==> src/rtl/stdq_pkg.sv <==
`timescale 1ns / 1ps
// ----------------------------------------------------------------------------
// stdq_pkg
// Types and codes shared by the ordered timer queue modules.
// ----------------------------------------------------------------------------
package stdq_pkg;

  localparam int DL_W = 48;
  localparam int ID_W = 16;

  // Operation codes of an input item.
  localparam logic OP_INSERT = 1'b0;
  localparam logic OP_EXPIRE = 1'b1;

  // Result kinds.
  localparam logic [1:0] KIND_INSERT  = 2'd0;
  localparam logic [1:0] KIND_EXPIRED = 2'd1;
  localparam logic [1:0] KIND_NONE    = 2'd2;

  // Insert status codes.
  localparam logic [1:0] ST_ACCEPTED = 2'd0;
  localparam logic [1:0] ST_FULL     = 2'd1;
  localparam logic [1:0] ST_DUP      = 2'd2;

  typedef struct packed {
    logic            op;
    logic [DL_W-1:0] deadline;
    logic [ID_W-1:0] timer_id;
    logic [DL_W-1:0] now;
  } in_item_t;

  typedef struct packed {
    logic [1:0]      kind;
    logic [1:0]      status;
    logic            earliest_changed;
    logic [DL_W-1:0] arm_delay;
    logic [ID_W-1:0] expired_id;
    logic [DL_W-1:0] expired_deadline;
    logic            last;
  } out_item_t;

  // One stored timer.
  typedef struct packed {
    logic [DL_W-1:0] deadline;
    logic [ID_W-1:0] id;
  } entry_t;

endpackage

==> src/rtl/stdq_mem.sv <==
`timescale 1ns / 1ps
// ----------------------------------------------------------------------------
// stdq_mem
// Entry store: one write port, one read port, registered read data.
// ----------------------------------------------------------------------------
module stdq_mem #(
  parameter int CAPACITY = 16
) (
  input  logic                        clk,
  input  logic                        wr_en,
  input  logic [$clog2(CAPACITY)-1:0] wr_addr,
  input  stdq_pkg::entry_t            wr_data,
  input  logic                        rd_en,
  input  logic [$clog2(CAPACITY)-1:0] rd_addr,
  output stdq_pkg::entry_t            rd_data
);

  stdq_pkg::entry_t mem [CAPACITY];

  always_ff @(posedge clk) begin
    if (wr_en) begin
      mem[wr_addr] <= wr_data;
    end
  end

  // Read data holds between reads, so a stalled consumer sees it unchanged.
  always_ff @(posedge clk) begin
    if (rd_en) begin
      rd_data <= mem[rd_addr];
    end
  end

endmodule

==> src/rtl/stdq_ctrl.sv <==
`timescale 1ns / 1ps
// ----------------------------------------------------------------------------
// stdq_ctrl
// Sequencer for the ordered timer queue: scan, shift and expire passes.
// ----------------------------------------------------------------------------
module stdq_ctrl #(
  parameter int CAPACITY      = 16,
  parameter int MIN_ARM_DELAY = 100
) (
  input  logic                        clk,
  input  logic                        rst_n,
  input  logic                        in_valid,
  output logic                        in_ready,
  input  stdq_pkg::in_item_t          in_data,
  input  logic                        slot_free,
  output logic                        res_push,
  output stdq_pkg::out_item_t         res_data,
  output logic                        mem_wr_en,
  output logic [$clog2(CAPACITY)-1:0] mem_wr_addr,
  output stdq_pkg::entry_t            mem_wr_data,
  output logic                        mem_rd_en,
  output logic [$clog2(CAPACITY)-1:0] mem_rd_addr,
  input  stdq_pkg::entry_t            mem_rd_data
);

  localparam int IW = $clog2(CAPACITY);
  localparam int CW = $clog2(CAPACITY + 1);
  localparam logic [IW:0]             CAP_S   = (IW + 1)'(CAPACITY);
  localparam logic [CW-1:0]           CAP_C   = CW'(CAPACITY);
  localparam logic [stdq_pkg::DL_W-1:0] MIN_DLY = stdq_pkg::DL_W'(MIN_ARM_DELAY);

  typedef enum logic [6:0] {
    S_IDLE     = 7'b0000001,
    S_INS_SCAN = 7'b0000010,
    S_INS_DEC  = 7'b0000100,
    S_INS_SHFT = 7'b0001000,
    S_INS_PUT  = 7'b0010000,
    S_INS_RESP = 7'b0100000,
    S_EXP_CHK  = 7'b1000000
  } state_t;

  state_t              state_r, state_nxt;
  stdq_pkg::in_item_t  req_r, req_nxt;
  logic [CW-1:0]       cnt_r, cnt_nxt;
  logic [IW-1:0]       head_r, head_nxt;
  logic [CW-1:0]       rd_idx_r, rd_idx_nxt;
  logic                rd_vld_r, rd_vld_nxt;
  logic                first_r, first_nxt;
  logic                dup_r, dup_nxt;
  logic                chg_r, chg_nxt;
  logic [CW-1:0]       pos_r, pos_nxt;
  logic [CW-1:0]       src_r, src_nxt;
  logic [CW-1:0]       wr_tgt_r, wr_tgt_nxt;
  stdq_pkg::entry_t    pend_r, pend_nxt;
  logic                pend_vld_r, pend_vld_nxt;
  stdq_pkg::out_item_t res_r, res_nxt;

  logic [IW-1:0]             head_inc;
  logic                      key_eq, key_lt, due;
  logic [stdq_pkg::DL_W-1:0] diff, arm;

  // Logical table position to physical address in the circular store.
  function automatic logic [IW-1:0] phys(input logic [IW-1:0] base,
                                         input logic [CW-1:0] j);
    logic [IW:0] s;
    s = {1'b0, base} + (IW + 1)'(j);
    if (s >= CAP_S) begin
      s = s - CAP_S;
    end
    return s[IW-1:0];
  endfunction

  assign head_inc = phys(head_r, CW'(1));

  assign key_eq = (mem_rd_data.deadline == req_r.deadline) && (mem_rd_data.id == req_r.timer_id);
  assign key_lt = (mem_rd_data.deadline < req_r.deadline) ||
                  ((mem_rd_data.deadline == req_r.deadline) &&
                   (mem_rd_data.id < req_r.timer_id));
  assign due    = (cnt_r != '0) && (mem_rd_data.deadline <= req_r.now);

  assign diff = req_r.deadline - req_r.now;
  assign arm  = ((req_r.deadline > req_r.now) && (diff >= MIN_DLY)) ? diff : MIN_DLY;

  assign in_ready = (state_r == S_IDLE);

  always_comb begin
    state_nxt    = state_r;
    req_nxt      = req_r;
    cnt_nxt      = cnt_r;
    head_nxt     = head_r;
    rd_idx_nxt   = rd_idx_r;
    rd_vld_nxt   = 1'b0;
    first_nxt    = first_r;
    dup_nxt      = dup_r;
    chg_nxt      = chg_r;
    pos_nxt      = pos_r;
    src_nxt      = src_r;
    wr_tgt_nxt   = wr_tgt_r;
    pend_nxt     = pend_r;
    pend_vld_nxt = pend_vld_r;
    res_nxt      = res_r;
    res_push     = 1'b0;
    res_data     = '0;
    mem_wr_en    = 1'b0;
    mem_wr_addr  = phys(head_r, wr_tgt_r);
    mem_wr_data  = mem_rd_data;
    mem_rd_en    = 1'b0;
    mem_rd_addr  = head_r;

    case (state_r)
      S_IDLE: begin
        if (in_valid) begin
          req_nxt      = in_data;
          rd_idx_nxt   = '0;
          first_nxt    = 1'b1;
          dup_nxt      = 1'b0;
          chg_nxt      = 1'b1;
          pos_nxt      = '0;
          pend_vld_nxt = 1'b0;
          if (in_data.op == stdq_pkg::OP_EXPIRE) begin
            mem_rd_en = 1'b1;
            state_nxt = S_EXP_CHK;
          end else begin
            state_nxt = S_INS_SCAN;
          end
        end
      end

      // One read issued per cycle; the compare uses its data in the cycle after.
      S_INS_SCAN: begin
        if (rd_idx_r < cnt_r) begin
          mem_rd_en   = 1'b1;
          mem_rd_addr = phys(head_r, rd_idx_r);
          rd_idx_nxt  = rd_idx_r + CW'(1);
          rd_vld_nxt  = 1'b1;
        end
        if (rd_vld_r) begin
          if (key_eq) begin
            dup_nxt = 1'b1;
          end
          if (key_lt) begin
            pos_nxt = pos_r + CW'(1);
          end
          if (first_r) begin
            chg_nxt   = req_r.deadline < mem_rd_data.deadline;
            first_nxt = 1'b0;
          end
        end
        if ((rd_idx_r == cnt_r) && !rd_vld_r) begin
          state_nxt = S_INS_DEC;
        end
      end

      S_INS_DEC: begin
        res_nxt      = '0;
        res_nxt.kind = stdq_pkg::KIND_INSERT;
        res_nxt.last = 1'b1;
        if (dup_r) begin
          res_nxt.status = stdq_pkg::ST_DUP;
          state_nxt      = S_INS_RESP;
        end else if (cnt_r == CAP_C) begin
          res_nxt.status = stdq_pkg::ST_FULL;
          state_nxt      = S_INS_RESP;
        end else begin
          src_nxt   = cnt_r;
          state_nxt = S_INS_SHFT;
        end
      end

      // Move entries at and above the insert position up by one, tail first.
      S_INS_SHFT: begin
        if (src_r > pos_r) begin
          mem_rd_en   = 1'b1;
          mem_rd_addr = phys(head_r, src_r - CW'(1));
          src_nxt     = src_r - CW'(1);
          wr_tgt_nxt  = src_r;
          rd_vld_nxt  = 1'b1;
        end
        if (rd_vld_r) begin
          mem_wr_en = 1'b1;
        end
        if ((src_r == pos_r) && !rd_vld_r) begin
          state_nxt = S_INS_PUT;
        end
      end

      S_INS_PUT: begin
        mem_wr_en            = 1'b1;
        mem_wr_addr          = phys(head_r, pos_r);
        mem_wr_data.deadline = req_r.deadline;
        mem_wr_data.id       = req_r.timer_id;
        cnt_nxt              = cnt_r + CW'(1);
        res_nxt.status           = stdq_pkg::ST_ACCEPTED;
        res_nxt.earliest_changed = chg_r;
        res_nxt.arm_delay        = chg_r ? arm : '0;
        state_nxt                = S_INS_RESP;
      end

      S_INS_RESP: begin
        if (slot_free) begin
          res_push  = 1'b1;
          res_data  = res_r;
          state_nxt = S_IDLE;
        end
      end

      // The head entry is checked; a due one is held back until the next
      // check tells whether it is the final transfer of this expire.
      S_EXP_CHK: begin
        if (due) begin
          if (!pend_vld_r || slot_free) begin
            if (pend_vld_r) begin
              res_push                  = 1'b1;
              res_data.kind             = stdq_pkg::KIND_EXPIRED;
              res_data.expired_id       = pend_r.id;
              res_data.expired_deadline = pend_r.deadline;
            end
            pend_nxt     = mem_rd_data;
            pend_vld_nxt = 1'b1;
            head_nxt     = head_inc;
            cnt_nxt      = cnt_r - CW'(1);
            mem_rd_en    = 1'b1;
            mem_rd_addr  = head_inc;
          end
        end else if (slot_free) begin
          res_push      = 1'b1;
          res_data.last = 1'b1;
          if (pend_vld_r) begin
            res_data.kind             = stdq_pkg::KIND_EXPIRED;
            res_data.expired_id       = pend_r.id;
            res_data.expired_deadline = pend_r.deadline;
          end else begin
            res_data.kind = stdq_pkg::KIND_NONE;
          end
          pend_vld_nxt = 1'b0;
          state_nxt    = S_IDLE;
        end
      end

      default: begin
        state_nxt = S_IDLE;
      end
    endcase
  end

  always_ff @(posedge clk) begin
    if (!rst_n) begin
      state_r    <= S_IDLE;
      cnt_r      <= '0;
      head_r     <= '0;
      rd_vld_r   <= 1'b0;
      pend_vld_r <= 1'b0;
    end else begin
      state_r    <= state_nxt;
      cnt_r      <= cnt_nxt;
      head_r     <= head_nxt;
      rd_vld_r   <= rd_vld_nxt;
      pend_vld_r <= pend_vld_nxt;
    end
  end

  always_ff @(posedge clk) begin
    req_r    <= req_nxt;
    rd_idx_r <= rd_idx_nxt;
    first_r  <= first_nxt;
    dup_r    <= dup_nxt;
    chg_r    <= chg_nxt;
    pos_r    <= pos_nxt;
    src_r    <= src_nxt;
    wr_tgt_r <= wr_tgt_nxt;
    pend_r   <= pend_nxt;
    res_r    <= res_nxt;
  end

endmodule

==> src/rtl/sorted_timer_deadline_queue_unit.sv <==
`timescale 1ns / 1ps
// ----------------------------------------------------------------------------
// sorted_timer_deadline_queue_unit
// Ordered timer queue keyed by deadline, then timer id.
// ----------------------------------------------------------------------------
// Input channel (in_valid/in_ready/in_data) takes one operation at a time:
// an insert of a (deadline, timer_id) pair, or an expire of everything due
// at now. Each insert gives exactly one result transfer; an expire gives one
// transfer per expired entry, in order, with last set on the final one, or
// a single "nothing expired" transfer.
// Entries sit in one circular memory with a registered read.
// An accepted insert makes two passes over the N stored entries: one
// pass reads all entries for the duplicate check and the insert position, a
// second pass moves the entries at and above that position up one place
// through the single write port. A rejected insert makes only the first pass.
// An expire reads the memory once per entry checked.
// in_ready is high only while no operation is in progress.
// Reset empties the table at once; no clearing pass is needed.
// A stalled receiver holds the result in the output register, and the
// sequencer waits until that register is free before the next transfer.
// ----------------------------------------------------------------------------
module sorted_timer_deadline_queue_unit #(
  parameter int CAPACITY      = 16,
  parameter int MIN_ARM_DELAY = 100
) (
  input  logic                clk,
  input  logic                rst_n,
  input  logic                in_valid,
  output logic                in_ready,
  input  stdq_pkg::in_item_t  in_data,
  output logic                out_valid,
  input  logic                out_ready,
  output stdq_pkg::out_item_t out_data
);

  localparam int IW = $clog2(CAPACITY);

  logic                out_valid_r;
  stdq_pkg::out_item_t out_data_r;
  logic                slot_free;
  logic                res_push;
  stdq_pkg::out_item_t res_data;

  logic             mem_wr_en;
  logic [IW-1:0]    mem_wr_addr;
  stdq_pkg::entry_t mem_wr_data;
  logic             mem_rd_en;
  logic [IW-1:0]    mem_rd_addr;
  stdq_pkg::entry_t mem_rd_data;

  assign slot_free = !out_valid_r || out_ready;
  assign out_valid = out_valid_r;
  assign out_data  = out_data_r;

  stdq_ctrl #(
    .CAPACITY      (CAPACITY),
    .MIN_ARM_DELAY (MIN_ARM_DELAY)
  ) u_ctrl (
    .clk         (clk),
    .rst_n       (rst_n),
    .in_valid    (in_valid),
    .in_ready    (in_ready),
    .in_data     (in_data),
    .slot_free   (slot_free),
    .res_push    (res_push),
    .res_data    (res_data),
    .mem_wr_en   (mem_wr_en),
    .mem_wr_addr (mem_wr_addr),
    .mem_wr_data (mem_wr_data),
    .mem_rd_en   (mem_rd_en),
    .mem_rd_addr (mem_rd_addr),
    .mem_rd_data (mem_rd_data)
  );

  stdq_mem #(
    .CAPACITY (CAPACITY)
  ) u_mem (
    .clk     (clk),
    .wr_en   (mem_wr_en),
    .wr_addr (mem_wr_addr),
    .wr_data (mem_wr_data),
    .rd_en   (mem_rd_en),
    .rd_addr (mem_rd_addr),
    .rd_data (mem_rd_data)
  );

  always_ff @(posedge clk) begin
    if (!rst_n) begin
      out_valid_r <= 1'b0;
    end else if (res_push) begin
      out_valid_r <= 1'b1;
    end else if (out_ready) begin
      out_valid_r <= 1'b0;
    end
  end

  always_ff @(posedge clk) begin
    if (res_push) begin
      out_data_r <= res_data;
    end
  end

endmodule
==> config.mk <==
export PLATFORM = sky130hd
export DESIGN_NAME = sorted_timer_deadline_queue_unit
export DESIGN_NICKNAME = d
export VERILOG_FILES = /design/src/rtl/stdq_pkg.sv /design/src/rtl/stdq_mem.sv /design/src/rtl/stdq_ctrl.sv /design/src/rtl/sorted_timer_deadline_queue_unit.sv
export SDC_FILE = /design/constraint.sdc
export NUM_CORES = 2
export LEC_CHECK = 0
export BUFFER_PORTS_ARGS = -buffer_cell sky130_fd_sc_hd__clkbuf_2
export CORE_AREA = 5 5 341 343
export CTS_CLUSTER_DIAMETER = 80
export CTS_CLUSTER_SIZE = 30
export DETAILED_ROUTE_END_ITERATION = 12
export DIE_AREA = 0 0 346 348
export PLACE_DENSITY = 0.76
export SYNTH_ARGS = -nofsm -noshare
export SYNTH_HDL_FRONTEND = slang
export SYNTH_SLANG_ARGS = --single-unit
export TNS_END_PERCENT = 5
==> constraint.sdc <==
create_clock -name clk -period 6.27 [get_ports clk]
set_clock_uncertainty 0.15 [all_clocks]
set_input_delay 0.9405 -clock clk [delete_from_list [all_inputs] [get_ports clk]]
set_output_delay 0.9405 -clock clk [all_outputs]
set_load 0.03 [all_outputs]
==> Word-level counts from Yosys, hierarchy flattened <==
Memory sizes are Yosys's and may differ from the RTL's. A register that Yosys moved wholly into a read port is not among the register bits.
Index checks and enable logic that the tools add are counted.
{ "classes": {"n_addsub": 16, "n_lt_le_gt_ge": 13, "n_eq_ne": 28, "muxes": 85, "reduce_logical": 32} }
{ "op_table": {"columns": ["cell", "n"], "rows": [
  ["two-way mux 64 bit", 4],
  ["one-hot mux 65 bit (2 select lines)", 1],
  ["one-hot mux 51 bit (2 select lines)", 1],
  ["< comparator 48 bit", 2],
  ["two-way mux 48 bit", 2],
  ["two-way mux 65 bit", 1],
  ["two-way mux 7 bit", 7],
  ["one-hot mux 7 bit (7 select lines)", 1],
  ["== test 48 bit", 1],
  ["greater-or-equal comparator 48 x 7 -> 1 bit (second input constant)", 1],
  ["> comparator 48 bit", 1],
  ["less-or-equal comparator 48 bit", 1],
  ["subtractor 48 bit", 1],
  ["two-way mux 5 bit", 9],
  ["two-way mux 4 bit", 10],
  ["one-hot mux 5 bit (2 select lines)", 4],
  ["two-way mux 1 bit", 29],
  ["greater-or-equal comparator 5 bit (second input constant)", 5],
  ["AND reduction 4 bit", 6],
  ["adder 4 x 5 -> 5 bit", 4],
  ["!= test 2 x 1 -> 1 bit (second input constant)", 10],
  ["subtractor 4 x 1 -> 4 bit (second input constant)", 5],
  ["== test 16 bit", 1],
  ["< comparator 16 bit", 1],
  ["30 further kinds", 66]
]} }
{ "totals": {"register_bits": 387, "ram_bits": 1024, "in_bits": 117, "out_inout_bits": 120, "wordCells": 203, "n_memories": 1} }
{ "memory_table": {"columns": ["memory", "depth", "word_bits", "rd", "rd_ports_with_merged_regs", "write_ports", "line_no", "rtl"], "rows": [
  ["u_mem.mem", 16, 64, 1, 1, 1, "stdq_mem.sv:18", "stdq_pkg::entry_t mem [CAPACITY];"]
]} }

==> Depth between registers and ports, before layout <==
{ "depth": {"ltp_word": 7, "depth_mapped": 16, "ltp_nobuf": 15} }

==> By module <==
Synthesis repeated with hierarchy kept, for this count alone.
{ "hier_totals": {"hier_cells": 3597, "area_unflattened_um2": 61640.4} }
{ "by_module_without_submodules": {"columns": ["mod", "instances", "cells_each", "area_each_um2", "seq_area_each_um2"], "rows": [
  ["stdq_mem", 1, 1647, 40222.3, 32671.3],
  ["stdq_ctrl", 1, 1828, 17825.8, 7837.5],
  ["sorted_timer_deadline_queue_unit", 1, 122, 3592.2, 3563.4]
]} }

==> Worst setup path after synthesis <==
OpenSTA, ideal clock, no wires.
{ "synth_timing": {"kind": "register to register", "from": "register u_ctrl.state_r[6]", "to": "memory u_mem.mem[6][0] (netlist name), enable pin", "setup_ns": 0.486, "arrival_ns": 5.534, "t_required_ns": 5.634, "slack_ns": 0.100, "stages_incl_launch_ff": 15, "path_buffers": 4, "synth_period_minus_slack_ns": 6.170, "cell_sequence": "dfxtp_1 clkbuf_1 nor3_2 and2_1 nand3b_1 clkbuf_1 clkbuf_1 clkbuf_1 o21ai_0 ha_1 a21oi_1 xnor2_1 xor2_1 nand2_1 nor2_1"} }
{ "synth_between": {"elab_chain_cells": 4, "word_cells_on_any_way": 6, "cone_classes": "eq/ne: 2; mux: 4"} }
{ "synth_rtl": {"columns": ["element", "line_no", "rtl"], "rows": [
  ["start: declaration", "stdq_ctrl.sv:42", "state_t state_r, state_nxt;"],
  ["start signal: assignment", "stdq_ctrl.sv:254", "state_r <= state_nxt;"],
  ["== test 7 x 5 -> 1 bit / == test 7 x 4 -> 1 bit (equally long branches)", "stdq_ctrl.sv:110", "case (state_r)"],
  ["one-hot mux 1 bit (2 select lines)", "stdq_ctrl.sv:110", null],
  ["two-way mux 1 bit", "stdq_mem.sv:21", "if (wr_en) begin"],
  ["two-way mux 1 bit (not written as such)", "stdq_mem.sv:22", "mem[wr_addr] <= wr_data;"],
  ["end: declaration", "stdq_mem.sv:18", null]
]} }
Several ways; a longest one is shown, not always the timed one.

==> Worst setup path in the final report <==
{ "layout_timing": {"from": "register, netlist name u_mem.rd_data[49]", "to": "register, netlist name u_mem.rd_data[63]"} }
{ "layout_between": {"elab_chain_cells": 4, "word_cells_on_any_way": 6, "cone_classes": "order compare: 1; mux: 4; reduce/logical: 1"} }
{ "layout_rtl": {"columns": ["element", "line_no", "rtl"], "rows": [
  ["less-or-equal comparator 48 bit (*)", "stdq_ctrl.sv:79", "assign due = (cnt_r != '0) && (mem_rd_data.deadline <= req_r.now);"],
  ["logical AND 1 bit (*)", "stdq_ctrl.sv:79", null],
  ["two-way mux 1 bit / two-way mux 4 bit (equally long branches)", "stdq_ctrl.sv:210", "if (due) begin"],
  ["one-hot mux 1 bit (4 select lines) / one-hot mux 4 bit (3 select lines) (equally long branches)", "stdq_ctrl.sv:110", null]
]} }
Mark *: on every way between the ends. The rest lies on a longest branch, timed or not.
A chain may end at the register's enable or synchronous reset.

==> results.md <==
* CTS Buf Count at between 50 and 60
* Distinct cells, synth at just under 90
* Mux cell area share after synthesis at less than 1%
* CTS tree: built
* Hold EP: u_ctrl.req_r[73]
* Net Count, Synth at 5029
* Core area at between 100000 and 150000 sq um
* Total GRT Usage at about a quarter
* Worst Hold Depth at 1
* Crit path max-delay cell type: or4_4
* Startpoint type of the worst setup path: flop
* Max Cap Viol at 0
* IO Count at between 200 and 250
* Worst EP required at 6540 ps
* R2r setup slk at 780 ps
* Via count at slightly above 40000
* Top cells by area, synth: edfxtp_1, a21oi_1, nand2_1, ha_1, a22oi_1
* Hold Vio Cnt, Final at 0
* Synth Area per Inst at around 13 sq um
* #FFs+latches synth at around 1500
* Hold buffers post-CTS at 0
* Row cnt at 124
* Worst Hold Launch: in_data[73]
* Simple-gate share of the synthesized area at 9.047%
* Static Leak at ~23 nW
* Die Area at roughly 120000 sq um
* GRT overflow at 0
* Crit-path max cell delay at around 600 ps
* CP top delay family: compound AO/OA/AOI/OAI gates
* Crit share post-route at 87.49%
* Setup TNS at 0 ps
* RSZ-0062 raised after global routing: false
* Post-synth EDFFs at 1455
* Routed wire per std cell at between 20 and 25 um
* Xor/xnor share of the synthesized area at less than 1%
* Endpoint of the worst register-to-register path: u_mem.rd_data[63]
* Pre-Repair DR Iteration Count at 6
* Worst Path Buf+Inv at 1
* Max Fclk at about 0.18 GHz
* Die height at about 350 um
* Top cell type's share of synthesized area at a little over two thirds
* P&R area growth vs syn at 8.438%
* CTS root buf: clkbuf_16
* Final min period at approximately 5500 ps
* Main synth FF type: edfxtp_1
* Adder-Cell Fraction of Synth Area at 3.884%
* First-pass GRT wire length at about 240000 um
* Critical path cell sequence: ha_1 -> a21oi_1 -> o21ai_0 -> a2111oi_2 -> nand2_1 -> a211oi_2 -> o21ai_0 -> or4_4 -> nand3_1 -> nand2_2 -> buf_12 -> o211ai_1
* RD Place Congestion at just over 0.9
* Clk slew on worst S/H paths at roughly 110 ps
* Drt drc at 0
* Post-synth ARST share at 0%
* Most frequent cells after synthesis: edfxtp_1, nand2_1, a21oi_1
* Post-cts resize count at 0
* Sequential-to-total area share from yosys stat at 70.51%
* Cell Pwr Density at roughly 270 nW/um^2
* Die W at roughly 350 um
* Port bufs at between 200 and 250
* Compound-Gate Fraction of Synth Area at approximately an eighth
* Status: finished clean
* Total routed wirelength at 159500 um
* Iteration-0 DRC Markers at approximately 6000
* Post-DP HPWL at around 100000 um
* Nets at roughly 5200
* Hold/Removal Path Class: input pin to flop
* Largest area contributor in the netlist: edfxtp_1
* H-tree levels at 2
* Placed cell area at about 66000 sq um
* FF-to-FF Start: u_mem.rd_data[49]
* Setup repair bufs after CTS at 0
* Most used cell, CP: o21ai_0
* CP Class: flop to flop
* Clock sink count at ~1500
* Most common cell in the synthesized netlist: edfxtp_1
* VDD IR-drop max at around 0.00022 V
* Largest family of logic cells by synthesized area: compound AO/OA/AOI/OAI gates
* Final instance area at 67780 sq um
* Pins Over Slew Limit at 0
* Antenna violations before repair at 6
* CP Data Arrival Time at roughly 5800 ps
* Crit-path max FO at 24
* Largest net degree at the start of global routing at between 100 and 150
* Actual slew at the worst max-slew pin at 1160 ps
* Cells after synthesis at roughly 4700
* Starting Density at 55.18%
* Share of layout cells above drive strength 1 at about a tenth
* ANT nets after route at 0
* Post-Syn Area at approximately 63000 sq um
* Synth warn at 0
* CP endpoint kind: flop
* Final Util at between 50% and 60%
* # setup viols final at 0
* Vias per inst at between 6 and 7
* CTS max path bufs at 3
* Clock latency on the worst-skew pair at 710 ps
* Worst rel slew slack at between 20% and 30%
* R2R cell count at 12
* Vias in the first global route at ~38000
## report_power, final
group / total [mW] / switching (mW) / leakage, nW / internal, mW
Sequential: 11.2 / 0.157 / 13.5 / 11.1
Clock: 4.50 / 2.80 / 0.756 / 1.70
Combinational: 2.32 / 1.55 / 8.97 / 0.767
## stage by stage
stage	setup slack [ps]	instances	hold slack, ps	total power, mW
5_1_grt	595.4	6432	238.4	18.69
3_3_place_gp	954.0	6358	299.2	13.69
4_1_cts	768.8	6431	235.9	18.06
3_5_place_dp	812.4	6358	298.8	13.73
2_1_floorplan	99.56	4721	276.4	12.89
6_report	784.5	6432	260.0	18.07
## how the worst max path moves through the flow
stage,slack [ps],depth (start not counted),start,end
after CTS,770,12,u_mem.rd_data[49],u_mem.rd_data[63]
after global placement,950,12,u_mem.rd_data[49],u_mem.rd_data[63]
final,780,12,u_mem.rd_data[49],u_mem.rd_data[63]
after global routing,600,12,u_mem.rd_data[49],u_mem.rd_data[63]
after detailed placement,810,12,u_mem.rd_data[49],u_mem.rd_data[63]
after floorplan,100,14,u_ctrl.state_r[6],u_mem.mem[6][0]
## metal layers
metal,share of wire [%],global-route usage (%)
met3,10,3.755
met1,39,36.17
met4,3.9,9.222
met5,0,0
met2,47,41.56
## kinds of logic (layout without fill, tap and decap cells)
| family | count (synthesis) | in the layout |
|---|---|---|
| DFF | 1474 | 1474 |
| AOI/OAI and AO/OA | 1321 | 1321 |
| and+or+nand+nor | 1263 | 1263 |
| buffers and inverters | 405 | 603 |
| adders and majority gates | 191 | 191 |
| xor gates and xnor gates | 63 | 63 |
| muxes | 4 | 4 |
| other | 0 | 1 |
## sequential cells by signal, indices dropped and copies added (netlist names)
| name | count |
|---|---|
| out_data | 118 |
| out_valid | 1 |
| u_ctrl.chg_r | 1 |
| u_ctrl.cnt_r | 5 |
| u_ctrl.dup_r | 1 |
| u_ctrl.first_r | 1 |
| u_ctrl.head_r | 4 |
| u_ctrl.pend_r | 64 |
| u_ctrl.pend_vld_r | 1 |
| u_ctrl.pos_r | 5 |
| u_ctrl.rd_idx_r | 5 |
| u_ctrl.rd_vld_r | 1 |
| u_ctrl.req_r | 112 |
| u_ctrl.res_r | 51 |
| u_ctrl.src_r | 5 |
| u_ctrl.state_r | 7 |
| u_ctrl.wr_tgt_r | 4 |
| u_mem.mem | 1024 |
| u_mem.rd_data | 64 |
## cell type report
| cell class | count | area (sq um) |
|---|---|---|
| timing repair buffer | 378 | 2760 |
| multi-input combinational | 2842 | 16930 |
| tap | 1512 | 1892 |
| antenna | 1 | 2.502 |
| fill | 8452 | 45480 |
| clock buffer | 64 | 1431 |
| clock inverter | 9 | 118.9 |
| inverter | 152 | 573.1 |
| sequential | 1474 | 44070 |
## layout by cell type, fill, tap and decap left out, drive strengths merged, types with 5 or more instances in the layout
master	Yosys	layout
o21a	12	12
or3	11	11
edfxtp	1455	1455
a21o	44	44
ha	186	186
nor2	113	113
o21ai	137	137
buf	99	142
a22oi	197	197
or2	5	5
dfxtp	19	19
clkbuf	154	300
nor4	10	10
xnor2	34	34
nand2	810	810
xor2	29	29
nor2b	27	27
o21bai	12	12
and2	137	137
nand4	45	45
inv	152	156
a211oi	18	18
fa	5	5
and3	6	6
a22o	65	65
nand3	31	31
a21oi	687	687
o221ai	5	5
nand2b	15	15
nor3	19	19
a31oi	16	16
o211ai	79	79
or4	5	5
and4	11	11
No activity file was read; power rests on OpenSTA's default activity.
